==> src/ave_pkg.sv <==
// Package for the address view extractor: character codes, view codes and the
// command/status structs that join the controller and the datapath.
// No dependencies.
`default_nettype none

package ave_pkg;

    // Address text characters the scan looks for
    localparam logic [7:0] CH_SLASH = 8'h2F;
    localparam logic [7:0] CH_COLON = 8'h3A;

    // View select codes
    typedef enum logic [1:0] {
        VIEW_WHOLE    = 2'd0,
        VIEW_NODE_ID  = 2'd1,
        VIEW_NO_HOST  = 2'd2,
        VIEW_NODE_SPC = 2'd3
    } t_view;

    // Controller to datapath commands
    typedef struct packed {
        logic load;   // store and scan the accepted input byte
        logic setup;  // latch view bounds for the finished address
        logic rd;     // read the store at the current position
        logic adv;    // step to the next position of the view
        logic clr;    // clear per-address state
    } t_ctl_cmd;

    // Datapath to controller status
    typedef struct packed {
        logic view_empty;  // valid during setup: the chosen view has no bytes
        logic out_last;    // current output transaction closes the address
    } t_dp_status;

endpackage

`default_nettype wire

==> src/ave_if.sv <==
// Valid/ready channel interfaces for address bytes in and view bytes out.
// No dependencies.
`default_nettype none

interface ave_in_if;
    logic       valid;
    logic       ready;
    logic [7:0] addr_byte;
    logic       last_byte;

    modport source (output valid, output addr_byte, output last_byte, input ready);
    modport sink   (input valid, input addr_byte, input last_byte, output ready);
endinterface

interface ave_out_if;
    logic       valid;
    logic       ready;
    logic [7:0] out_byte;
    logic       out_last;
    logic       field_empty;
    logic       too_long;

    modport source (output valid, output out_byte, output out_last,
                    output field_empty, output too_long, input ready);
    modport sink   (input valid, input out_byte, input out_last,
                    input field_empty, input too_long, output ready);
endinterface

`default_nettype wire

==> src/ave_ram.sv <==
// Generic single-write, single-read RAM with registered read data.
// No dependencies.
`default_nettype none

module ave_ram #(
    parameter int WIDTH = 8,
    parameter int DEPTH = 64
) (
    input  wire logic                     i_clk,
    input  wire logic                     i_we,
    input  wire logic [$clog2(DEPTH)-1:0] i_waddr,
    input  wire logic [WIDTH-1:0]         i_wdata,
    input  wire logic                     i_re,
    input  wire logic [$clog2(DEPTH)-1:0] i_raddr,
    output logic      [WIDTH-1:0]         o_rdata
);

    logic [WIDTH-1:0] r_mem [DEPTH];

    // Write port, and read port that holds its data when not enabled
    always_ff @(posedge i_clk) begin
        if (i_we) begin
            r_mem[i_waddr] <= i_wdata;
        end
        if (i_re) begin
            o_rdata <= r_mem[i_raddr];
        end
    end

endmodule

`default_nettype wire

==> src/ave_datapath.sv <==
// Datapath: address byte store, node-id scan, slash trackers, view bounds and
// the emit position. Depends on ave_pkg and ave_ram.
`default_nettype none

module ave_datapath #(
    parameter int MAX_LEN = 64
) (
    input  wire logic               i_clk,
    input  wire logic               i_rst_n,
    input  wire ave_pkg::t_ctl_cmd  i_cmd,
    output ave_pkg::t_dp_status     o_sts,
    input  wire logic [7:0]         i_addr_byte,
    input  wire ave_pkg::t_view     i_view_sel,
    output logic      [7:0]         o_out_byte,
    output logic                    o_out_last,
    output logic                    o_field_empty,
    output logic                    o_too_long
);

    localparam int CW = $clog2(MAX_LEN + 1);
    localparam int AW = $clog2(MAX_LEN);
    localparam logic [CW-1:0] LenC = CW'(MAX_LEN);
    localparam logic [CW-1:0] OneC = CW'(1);

    typedef enum logic [2:0] {
        SC_START,
        SC_SLASH_LEFT,
        SC_SKIP,
        SC_SCAN,
        SC_COLON,
        SC_COLON_SLASH,
        SC_AT_NODE
    } t_scan;

    t_scan          r_scan, n_scan;
    logic [CW-1:0]  r_count;
    logic           r_found;
    logic [CW-1:0]  r_node;
    logic           r_ovf;
    logic           r_s0_vld, r_s1_vld;      // first slash at >= s, at >= s+1
    logic [CW-1:0]  r_s0_pos, r_s1_pos;
    logic [CW-1:0]  r_cur, r_hi;
    logic           r_empty;

    logic           slash, found_now, store_ok;
    logic [CW-1:0]  s_eff, n_lo, n_hi;
    logic [7:0]     ram_rdata;

    // Scan step for the incoming byte
    always_comb begin
        slash     = (i_addr_byte == ave_pkg::CH_SLASH);
        found_now = 1'b0;
        n_scan    = r_scan;
        case (r_scan)
            SC_START:       n_scan = slash ? SC_SLASH_LEFT : SC_SCAN;
            SC_SLASH_LEFT: begin
                if (slash) begin
                    n_scan = SC_SKIP;
                end else begin
                    n_scan    = SC_AT_NODE;
                    found_now = 1'b1;
                end
            end
            SC_SKIP: begin
                if (slash) begin
                    n_scan    = SC_AT_NODE;
                    found_now = 1'b1;
                end
            end
            SC_SCAN: begin
                if (i_addr_byte == ave_pkg::CH_COLON) begin
                    n_scan = SC_COLON;
                end
            end
            SC_COLON:       n_scan = slash ? SC_COLON_SLASH : SC_SCAN;
            SC_COLON_SLASH: n_scan = slash ? SC_SKIP : SC_SCAN;
            default:        n_scan = SC_AT_NODE;
        endcase
    end

    assign store_ok = (r_count < LenC);
    assign s_eff    = r_found ? r_node : '0;

    // View bounds from the trackers
    always_comb begin
        n_lo = '0;
        n_hi = '0;
        case (i_view_sel)
            ave_pkg::VIEW_WHOLE: begin
                n_hi = r_count;
            end
            ave_pkg::VIEW_NODE_ID: begin
                if (s_eff < r_count) begin
                    n_lo = s_eff;
                    n_hi = r_s1_vld ? r_s1_pos : r_count;
                end
            end
            ave_pkg::VIEW_NO_HOST: begin
                n_lo = s_eff;
                n_hi = r_count;
            end
            default: begin
                if (r_s0_vld) begin
                    n_lo = r_s0_pos + OneC;
                    n_hi = r_count;
                end
            end
        endcase
    end

    assign o_sts.view_empty = (n_lo >= n_hi);
    assign o_sts.out_last   = r_empty || ((r_cur + OneC) == r_hi);

    // Per-address state
    always_ff @(posedge i_clk) begin
        if (!i_rst_n || i_cmd.clr) begin
            r_scan   <= SC_START;
            r_count  <= '0;
            r_found  <= 1'b0;
            r_node   <= '0;
            r_ovf    <= 1'b0;
            r_s0_vld <= 1'b0;
            r_s1_vld <= 1'b0;
        end else if (i_cmd.load) begin
            if (store_ok) begin
                r_scan  <= n_scan;
                r_count <= r_count + OneC;
                if (found_now) begin
                    r_found  <= 1'b1;
                    r_node   <= slash ? r_count + OneC : r_count;
                    r_s0_vld <= 1'b0;
                    r_s1_vld <= 1'b0;
                end else if (slash) begin
                    if (!r_s0_vld) begin
                        r_s0_vld <= 1'b1;
                        r_s0_pos <= r_count;
                    end
                    if (!r_s1_vld && r_count != s_eff) begin
                        r_s1_vld <= 1'b1;
                        r_s1_pos <= r_count;
                    end
                end
            end else begin
                r_ovf <= 1'b1;
            end
        end
    end

    // Emit position and bounds
    always_ff @(posedge i_clk) begin
        if (i_cmd.setup) begin
            r_cur   <= n_lo;
            r_hi    <= n_hi;
            r_empty <= (n_lo >= n_hi);
        end else if (i_cmd.adv) begin
            r_cur <= r_cur + OneC;
        end
    end

    ave_ram #(
        .WIDTH (8),
        .DEPTH (MAX_LEN)
    ) u_store (
        .i_clk   (i_clk),
        .i_we    (i_cmd.load && store_ok),
        .i_waddr (r_count[AW-1:0]),
        .i_wdata (i_addr_byte),
        .i_re    (i_cmd.rd),
        .i_raddr (r_cur[AW-1:0]),
        .o_rdata (ram_rdata)
    );

    // Output payload
    assign o_out_byte    = r_empty ? 8'h00 : ram_rdata;
    assign o_out_last    = o_sts.out_last;
    assign o_field_empty = r_empty;
    assign o_too_long    = r_ovf;

    a_count_bound: assert property (@(posedge i_clk) disable iff (!i_rst_n)
        r_count <= LenC)
        else $error("byte count beyond store size");
    a_node_bound: assert property (@(posedge i_clk) disable iff (!i_rst_n)
        r_found |-> r_node <= r_count)
        else $error("node start beyond stored bytes");
    a_slash_bound: assert property (@(posedge i_clk) disable iff (!i_rst_n)
        r_s0_vld |-> (r_s0_pos < r_count && r_s0_pos >= s_eff))
        else $error("slash tracker outside node range");
    a_ovf_full: assert property (@(posedge i_clk) disable iff (!i_rst_n)
        r_ovf |-> r_count == LenC)
        else $error("overflow flagged before store was full");

endmodule

`default_nettype wire

==> src/ave_ctrl.sv <==
// Controller: input acceptance, view setup and the read/show sequence of the
// output bytes. Depends on ave_pkg.
`default_nettype none

module ave_ctrl (
    input  wire logic                i_clk,
    input  wire logic                i_rst_n,
    input  wire logic                i_in_valid,
    input  wire logic                i_in_last,
    output logic                     o_in_ready,
    output logic                     o_out_valid,
    input  wire logic                i_out_ready,
    output ave_pkg::t_ctl_cmd        o_cmd,
    input  wire ave_pkg::t_dp_status i_sts
);

    typedef enum logic [1:0] {
        ST_IDLE,
        ST_SETUP,
        ST_READ,
        ST_SHOW
    } t_state;

    t_state r_state;
    logic   r_in_ready, r_out_valid;
    logic   in_xfer, out_xfer;

    assign in_xfer  = i_in_valid && r_in_ready;
    assign out_xfer = r_out_valid && i_out_ready;

    assign o_in_ready  = r_in_ready;
    assign o_out_valid = r_out_valid;

    // Commands decoded from state and handshakes
    always_comb begin
        o_cmd       = '0;
        o_cmd.load  = in_xfer;
        o_cmd.setup = (r_state == ST_SETUP);
        o_cmd.rd    = (r_state == ST_READ);
        o_cmd.adv   = (r_state == ST_SHOW) && out_xfer && !i_sts.out_last;
        o_cmd.clr   = (r_state == ST_SHOW) && out_xfer && i_sts.out_last;
    end

    // State and registered handshake outputs
    always_ff @(posedge i_clk) begin
        if (!i_rst_n) begin
            r_state     <= ST_IDLE;
            r_in_ready  <= 1'b1;
            r_out_valid <= 1'b0;
        end else begin
            case (r_state)
                ST_IDLE: begin
                    if (in_xfer && i_in_last) begin
                        r_state    <= ST_SETUP;
                        r_in_ready <= 1'b0;
                    end
                end
                ST_SETUP: begin
                    if (i_sts.view_empty) begin
                        r_state     <= ST_SHOW;
                        r_out_valid <= 1'b1;
                    end else begin
                        r_state <= ST_READ;
                    end
                end
                ST_READ: begin
                    r_state     <= ST_SHOW;
                    r_out_valid <= 1'b1;
                end
                ST_SHOW: begin
                    if (out_xfer) begin
                        r_out_valid <= 1'b0;
                        if (i_sts.out_last) begin
                            r_state    <= ST_IDLE;
                            r_in_ready <= 1'b1;
                        end else begin
                            r_state <= ST_READ;
                        end
                    end
                end
                default: begin
                    r_state     <= ST_IDLE;
                    r_in_ready  <= 1'b1;
                    r_out_valid <= 1'b0;
                end
            endcase
        end
    end

    a_no_overlap: assert property (@(posedge i_clk) disable iff (!i_rst_n)
        !(r_in_ready && r_out_valid))
        else $error("input and output open at once");
    a_last_closes: assert property (@(posedge i_clk) disable iff (!i_rst_n)
        (in_xfer && i_in_last) |=> !r_in_ready)
        else $error("input still open after last byte");
    a_show_valid: assert property (@(posedge i_clk) disable iff (!i_rst_n)
        r_out_valid |-> r_state == ST_SHOW)
        else $error("output valid outside show state");

endmodule

`default_nettype wire

==> src/address_view_extractor_core.sv <==
// Top level of the address view extractor: view select register, controller
// and datapath. Depends on ave_pkg, ave_if, ave_ctrl and ave_datapath.
//
// Usage:
//   i_addr carries the octets of one address, one per transaction; last_byte
//   marks the final one. Up to MAX_LEN octets are stored; later octets are
//   dropped and too_long is set on every output of that address.
//   o_view carries the selected view, one octet per transaction, out_last on
//   the final one. An empty view gives a single transaction with out_byte 0,
//   out_last 1 and field_empty 1.
//   i_cfg_we/i_cfg_wdata write view_select; the value held during the view
//   setup that follows the last octet is used.
// Timing:
//   Octets go in one per cycle while idle. After the last one comes a setup
//   step; each output octet then needs a store read and then the transaction,
//   as the controller reads only after the previous transaction; an empty
//   view skips the read. Input stays closed until the final output is taken.
//   A stalled receiver simply holds the current output transaction.
// Reset:
//   Synchronous, active low; clears the scan, counts and view_select. The
//   byte store is not cleared and needs no clearing pass.
`default_nettype none

module address_view_extractor_core #(
    parameter int MAX_LEN = 64
) (
    input  wire logic       i_clk,
    input  wire logic       i_rst_n,
    ave_in_if.sink          i_addr,
    ave_out_if.source       o_view,
    input  wire logic       i_cfg_we,
    input  wire logic [1:0] i_cfg_wdata
);

    ave_pkg::t_view     r_view_sel;
    ave_pkg::t_ctl_cmd  cmd;
    ave_pkg::t_dp_status sts;

    // Configuration register
    always_ff @(posedge i_clk) begin
        if (!i_rst_n) begin
            r_view_sel <= ave_pkg::VIEW_WHOLE;
        end else if (i_cfg_we) begin
            r_view_sel <= ave_pkg::t_view'(i_cfg_wdata);
        end
    end

    ave_ctrl u_ctrl (
        .i_clk       (i_clk),
        .i_rst_n     (i_rst_n),
        .i_in_valid  (i_addr.valid),
        .i_in_last   (i_addr.last_byte),
        .o_in_ready  (i_addr.ready),
        .o_out_valid (o_view.valid),
        .i_out_ready (o_view.ready),
        .o_cmd       (cmd),
        .i_sts       (sts)
    );

    ave_datapath #(
        .MAX_LEN (MAX_LEN)
    ) u_datapath (
        .i_clk         (i_clk),
        .i_rst_n       (i_rst_n),
        .i_cmd         (cmd),
        .o_sts         (sts),
        .i_addr_byte   (i_addr.addr_byte),
        .i_view_sel    (r_view_sel),
        .o_out_byte    (o_view.out_byte),
        .o_out_last    (o_view.out_last),
        .o_field_empty (o_view.field_empty),
        .o_too_long    (o_view.too_long)
    );

endmodule

`default_nettype wire
==> src/flat_wrapper.sv <==
// flat-port wrapper written by rule: the top's interface ports become plain ports
module address_view_extractor_core_flat 
#(
    parameter int MAX_LEN = 64
)
  (i_clk, i_rst_n, i_cfg_we, i_cfg_wdata, i_addr_valid, i_addr_addr_byte, i_addr_last_byte, i_addr_ready, o_view_valid, o_view_out_byte, o_view_out_last, o_view_field_empty, o_view_too_long, o_view_ready);
  ave_in_if i_addr_i ();
  ave_out_if o_view_i ();
  input  wire logic i_clk;
  input  wire logic i_rst_n;
  input  wire logic i_cfg_we;
  input  wire logic [1:0] i_cfg_wdata;
  input wire logic [$bits(i_addr_i.valid)-1:0] i_addr_valid;
  input wire logic [$bits(i_addr_i.addr_byte)-1:0] i_addr_addr_byte;
  input wire logic [$bits(i_addr_i.last_byte)-1:0] i_addr_last_byte;
  output wire logic [$bits(i_addr_i.ready)-1:0] i_addr_ready;
  output wire logic [$bits(o_view_i.valid)-1:0] o_view_valid;
  output wire logic [$bits(o_view_i.out_byte)-1:0] o_view_out_byte;
  output wire logic [$bits(o_view_i.out_last)-1:0] o_view_out_last;
  output wire logic [$bits(o_view_i.field_empty)-1:0] o_view_field_empty;
  output wire logic [$bits(o_view_i.too_long)-1:0] o_view_too_long;
  input wire logic [$bits(o_view_i.ready)-1:0] o_view_ready;
  assign i_addr_i.valid = i_addr_valid;
  assign i_addr_i.addr_byte = i_addr_addr_byte;
  assign i_addr_i.last_byte = i_addr_last_byte;
  assign i_addr_ready = i_addr_i.ready;
  assign o_view_valid = o_view_i.valid;
  assign o_view_out_byte = o_view_i.out_byte;
  assign o_view_out_last = o_view_i.out_last;
  assign o_view_field_empty = o_view_i.field_empty;
  assign o_view_too_long = o_view_i.too_long;
  assign o_view_i.ready = o_view_ready;
  address_view_extractor_core #(.MAX_LEN(MAX_LEN)) u_core (.i_clk(i_clk), .i_rst_n(i_rst_n), .i_addr(i_addr_i), .o_view(o_view_i), .i_cfg_we(i_cfg_we), .i_cfg_wdata(i_cfg_wdata));
endmodule
==> config.mk <==
export PLATFORM = sky130hd
export DESIGN_NAME = address_view_extractor_core_flat
export DESIGN_NICKNAME = d
export VERILOG_FILES = /design/src/ave_pkg.sv /design/src/ave_if.sv /design/src/ave_ram.sv /design/src/ave_datapath.sv /design/src/ave_ctrl.sv /design/src/address_view_extractor_core.sv /design/src/flat_wrapper.sv
export SDC_FILE = /design/constraint.sdc
export NUM_CORES = 1
export LEC_CHECK = 0
export ABC_AREA = 1
export ABC_CLOCK_PERIOD_IN_PS = 2510
export BUFFER_PORTS_ARGS = -buffer_cell sky130_fd_sc_hd__buf_2
export CAP_MARGIN = 20
export CORE_ASPECT_RATIO = 2
export CORE_MARGIN = 8
export CORE_UTILIZATION = 35
export DETAILED_ROUTE_END_ITERATION = 7
export PLACE_DENSITY = 0.58
export SLEW_MARGIN = 0
export SYNTH_ARGS = -nofsm -noshare
export SYNTH_HDL_FRONTEND = slang
export SYNTH_SLANG_ARGS = --single-unit
export TNS_END_PERCENT = 20
==> constraint.sdc <==
create_clock -name i_clk -period 2.51 [get_ports i_clk]
set_input_delay 0.251 -clock i_clk [delete_from_list [all_inputs] [get_ports i_clk]]
set_output_delay 0.251 -clock i_clk [all_outputs]
set_load 0.1 [all_outputs]
==> metrics.cfg <==
[logic_synthesis]
async_reset_ff_frac = 0
synth_commonest_cells = edfxtp_1, nor2_1, o21ai_0
synthTopCellsByArea = edfxtp_1, nor2_1, o21ai_0
syn_avg_cell_area_um2 = 12.3
syn_area_um2 = 23900
synth-simple-area-share = 0.104
yosys.cell_count.top_type = edfxtp_1
synth_xor_area_frac = 0.00293
synth_edf_count = 549
synth_top_area_frac = 0.689
ys_ff_latch = 576
ys_warn_count = 0
syn_nets = 1973
synth_top_family_by_area = compound AO/OA/AOI/OAI gates
yosysTopAreaCell = edfxtp_1
synth-main-ff-cell = edfxtp_1
synthAdderAreaFrac = 0.00889
synthCells = 1940
ys_seq_area_frac = 0.711
ys_types = 44
synth_compound_area_frac = 0.135
synthMuxAreaShare = 0

[clock_network]
clk_path_buf_depth = 3
clock_latency_ns = 0.60
cts_tree = yes
cts_num_sinks = 576
htree_levels = 2
cts_buffers = 47
clk_pin_slew_ns = 0.07
cts-root-buf = clkbuf_16

[sta]
tightest_slew_ns = 0.842
layout_setup_ws_ns = -0.186
hold_viol_final = 0
drv_slew = 0
clock_skew_ns = 0.0173
relSlewSlack = 0.439
timing.fmax_mhz = 371
rsz0062_at_grt = true
post-route-period-util = 1.07
min_period_ns = 2.70
setup_viol = 5
tns_ns = -0.473
whs_ns = 0.0342

[critical_path]
path_delay_family = buffers and inverters
crit_fanout = 7
crit_chain = buf_6 > nand2_4 > inv_2 > ha_4 > nand2_2 > o21ai_2 > nand2_2 > nand3_4 > inv_6 > o211ai_1 > o21ai_1 > buf_4 > buf_4 > buf_4 > buf_4 > buf_4 > buf_6 > buf_6 > buf_6
critPathBufInv = 11
cpMostUsedCell = buf_4
critPathLaunchType = flip-flop
critPathKind = reg2reg
cp-end-kind = flip-flop
cp_data_arrival_time_ns = 3.05
cp_slowest_cell = dfxtp_4
slowest_delay_ns = 0.39
cp.required_ns = 2.86

[layout]
fin_util = 0.420
stdcell_count = 3048
nNetsFinal = 2153
diodes = 0
drive_gt1_frac = 0.187
syn_to_final_growth_pct = 18.8

[die]
die_h_um = 386
die_x_um = 201
die_area_um2 = 77500
ios = 29
coreArea_um2 = 67700
rows = 135
initial_core_util = 0.353

[routing]
vias_per_cell = 5.33
first_iter_violations = 1245
dr.pass1.iters = 5
final_antenna_net_count = 0
drc = 0
drt-total-wl_um = 69100
vias = 16200
post_drt_wl_per_cell_um = 22.7

[grt]
grt_max_degree = 82
grt_use_total = 0.171
grt_pass1_wl_um = 100000
overflow = 0
first_global_vias = 16300
antenna_found_initial = 0

[power]
clkPwrFrac = 0.339
power.total_w = 0.0215
p_leak_nw = 9.59
power_switching_w = 0.00582
peakVddDrop_mv = 0.543
p_int_w = 0.0157
powerDensity_nw_per_um2 = 755
p_comb_frac = 0.160
switching_share = 0.271
seq_power_share = 0.502

[place]
port_buffers = 28
dp_hpwl_um = 45000
place.gp.congestion = 0.927
dpl.cell_count = 2909

[status]
violations = negative setup slack
outcome = finished with violations

[hold_path]
hold_path_class = in2reg

[job]
timing.max_cap.violations = 0

-- metal layers --
metal | wire length, um | track usage | vias up
li1 | - | - | 7527
met1 | 22900 | 0.165 | 8014
met2 | 37800 | 0.331 | 516
met3 | 2880 | 0.0177 | 175
met4 | 5500 | 0.125 | 0
met5 | 0 | 0 | -
-- tightest hold or removal path: cells and delay by family --
| kind | cells | cell delay (ns) |
|---|---|---|
| AOI/OAI and AO/OA | 2 | 0.15 |
| buffers and inverters | 2 | 0.19 |
-- power by group through the flow --
stage / registers [W] / logic, W / clock network (W)
floorplan: 0.0110 / 0.00183 / 0
global placement: 0.0110 / 0.00310 / 0
detailed placement: 0.0110 / 0.00314 / 0
CTS: 0.0108 / 0.00325 / 0.00737
global route: 0.0108 / 0.00370 / 0.00767
finish: 0.0108 / 0.00343 / 0.00727
-- cell type report --
cell class	count	area, um2
clock buffer	55	1210
timing repair buffer	251	2160
clock inverter	32	268
multi-input combinational	1161	6320
fill	6177	39300
sequential	576	17000
tap	890	1110
inverter	83	333
-- cells by family after synthesis --
| group | count (synthesis) |
|---|---|
| and+or+nand+nor | 614 |
| DFF | 576 |
| AOI/OAI and AO/OA | 522 |
| buffers and inverters | 203 |
| adders and majority gates | 17 |
| xor gates and xnor gates | 8 |
-- per-stage QoR --
stage               setup slack, ns  instance area [um2]
detailed placement           -0.482                26100
floorplan                    -0.134                24000
global route                 -0.292                28400
finish                       -0.186                28400
CTS                          -0.101                28000
global placement             -0.415                26100
-- repair_timing --
item                       CTS  global route
pin swaps                   20            28
setup buffers               24            21
resized for setup           47            46
hold buffers                 6             0
hold endpoints to repair     4             0
setup endpoints to repair    4            27
gates cloned                 1             3
-- sequential cells by signal, summed over array words and instances (netlist names), 2 cells and up --
register and flops:
u_core.u_datapath.u_store.r_mem 512, u_core.u_datapath.u_store.o_rdata 8, u_core.u_datapath.r_count 7, u_core.u_datapath.r_cur 7, u_core.u_datapath.r_hi 7, u_core.u_datapath.r_node 7
u_core.u_datapath.r_s0_pos 7, u_core.u_datapath.r_s1_pos 7, u_core.u_datapath.r_scan 3, u_core.r_view_sel 2, u_core.u_ctrl.r_state 2
-- path summary, 6_finish.rpt --
kind / from / endpoint / slack [ns] / cells past startpoint
worst max-delay path: u_core.u_datapath.r_found / u_core.u_datapath.r_hi[2] / -0.19 / 19
worst min-delay path: o_view_ready / u_core.u_ctrl.r_state[1] / 0.03 / 4
worst max register to register: u_core.u_datapath.r_found / u_core.u_datapath.r_hi[2] / -0.19 / 19
worst min register to register: u_core.u_ctrl.o_in_ready / u_core.u_ctrl.o_in_ready / 0.46 / 2
-- placed cells by master (no fill, tap or decap), drive strengths merged --
master,count
edfxtp,549
nor2,382
o21ai,283
buf,241
nand2,135
inv,81
nand3,78
o211ai,69
o22ai,69
o221ai,64
clkbuf,58
clkinv,28
dfxtp,27
a21oi,18
ha,17
a22oi,11
nand4,9
dlygate4sd3,6
xor2,5
o21a,4
bufinv,4
nand3b,3
xnor2,3
and3,3
nor3,3
clkinvlp,2
a21boi,1
a31oi,1
o2111ai,1
o32ai,1
or2,1
bufbuf,1
No activity file was read; power rests on OpenSTA's default activity.
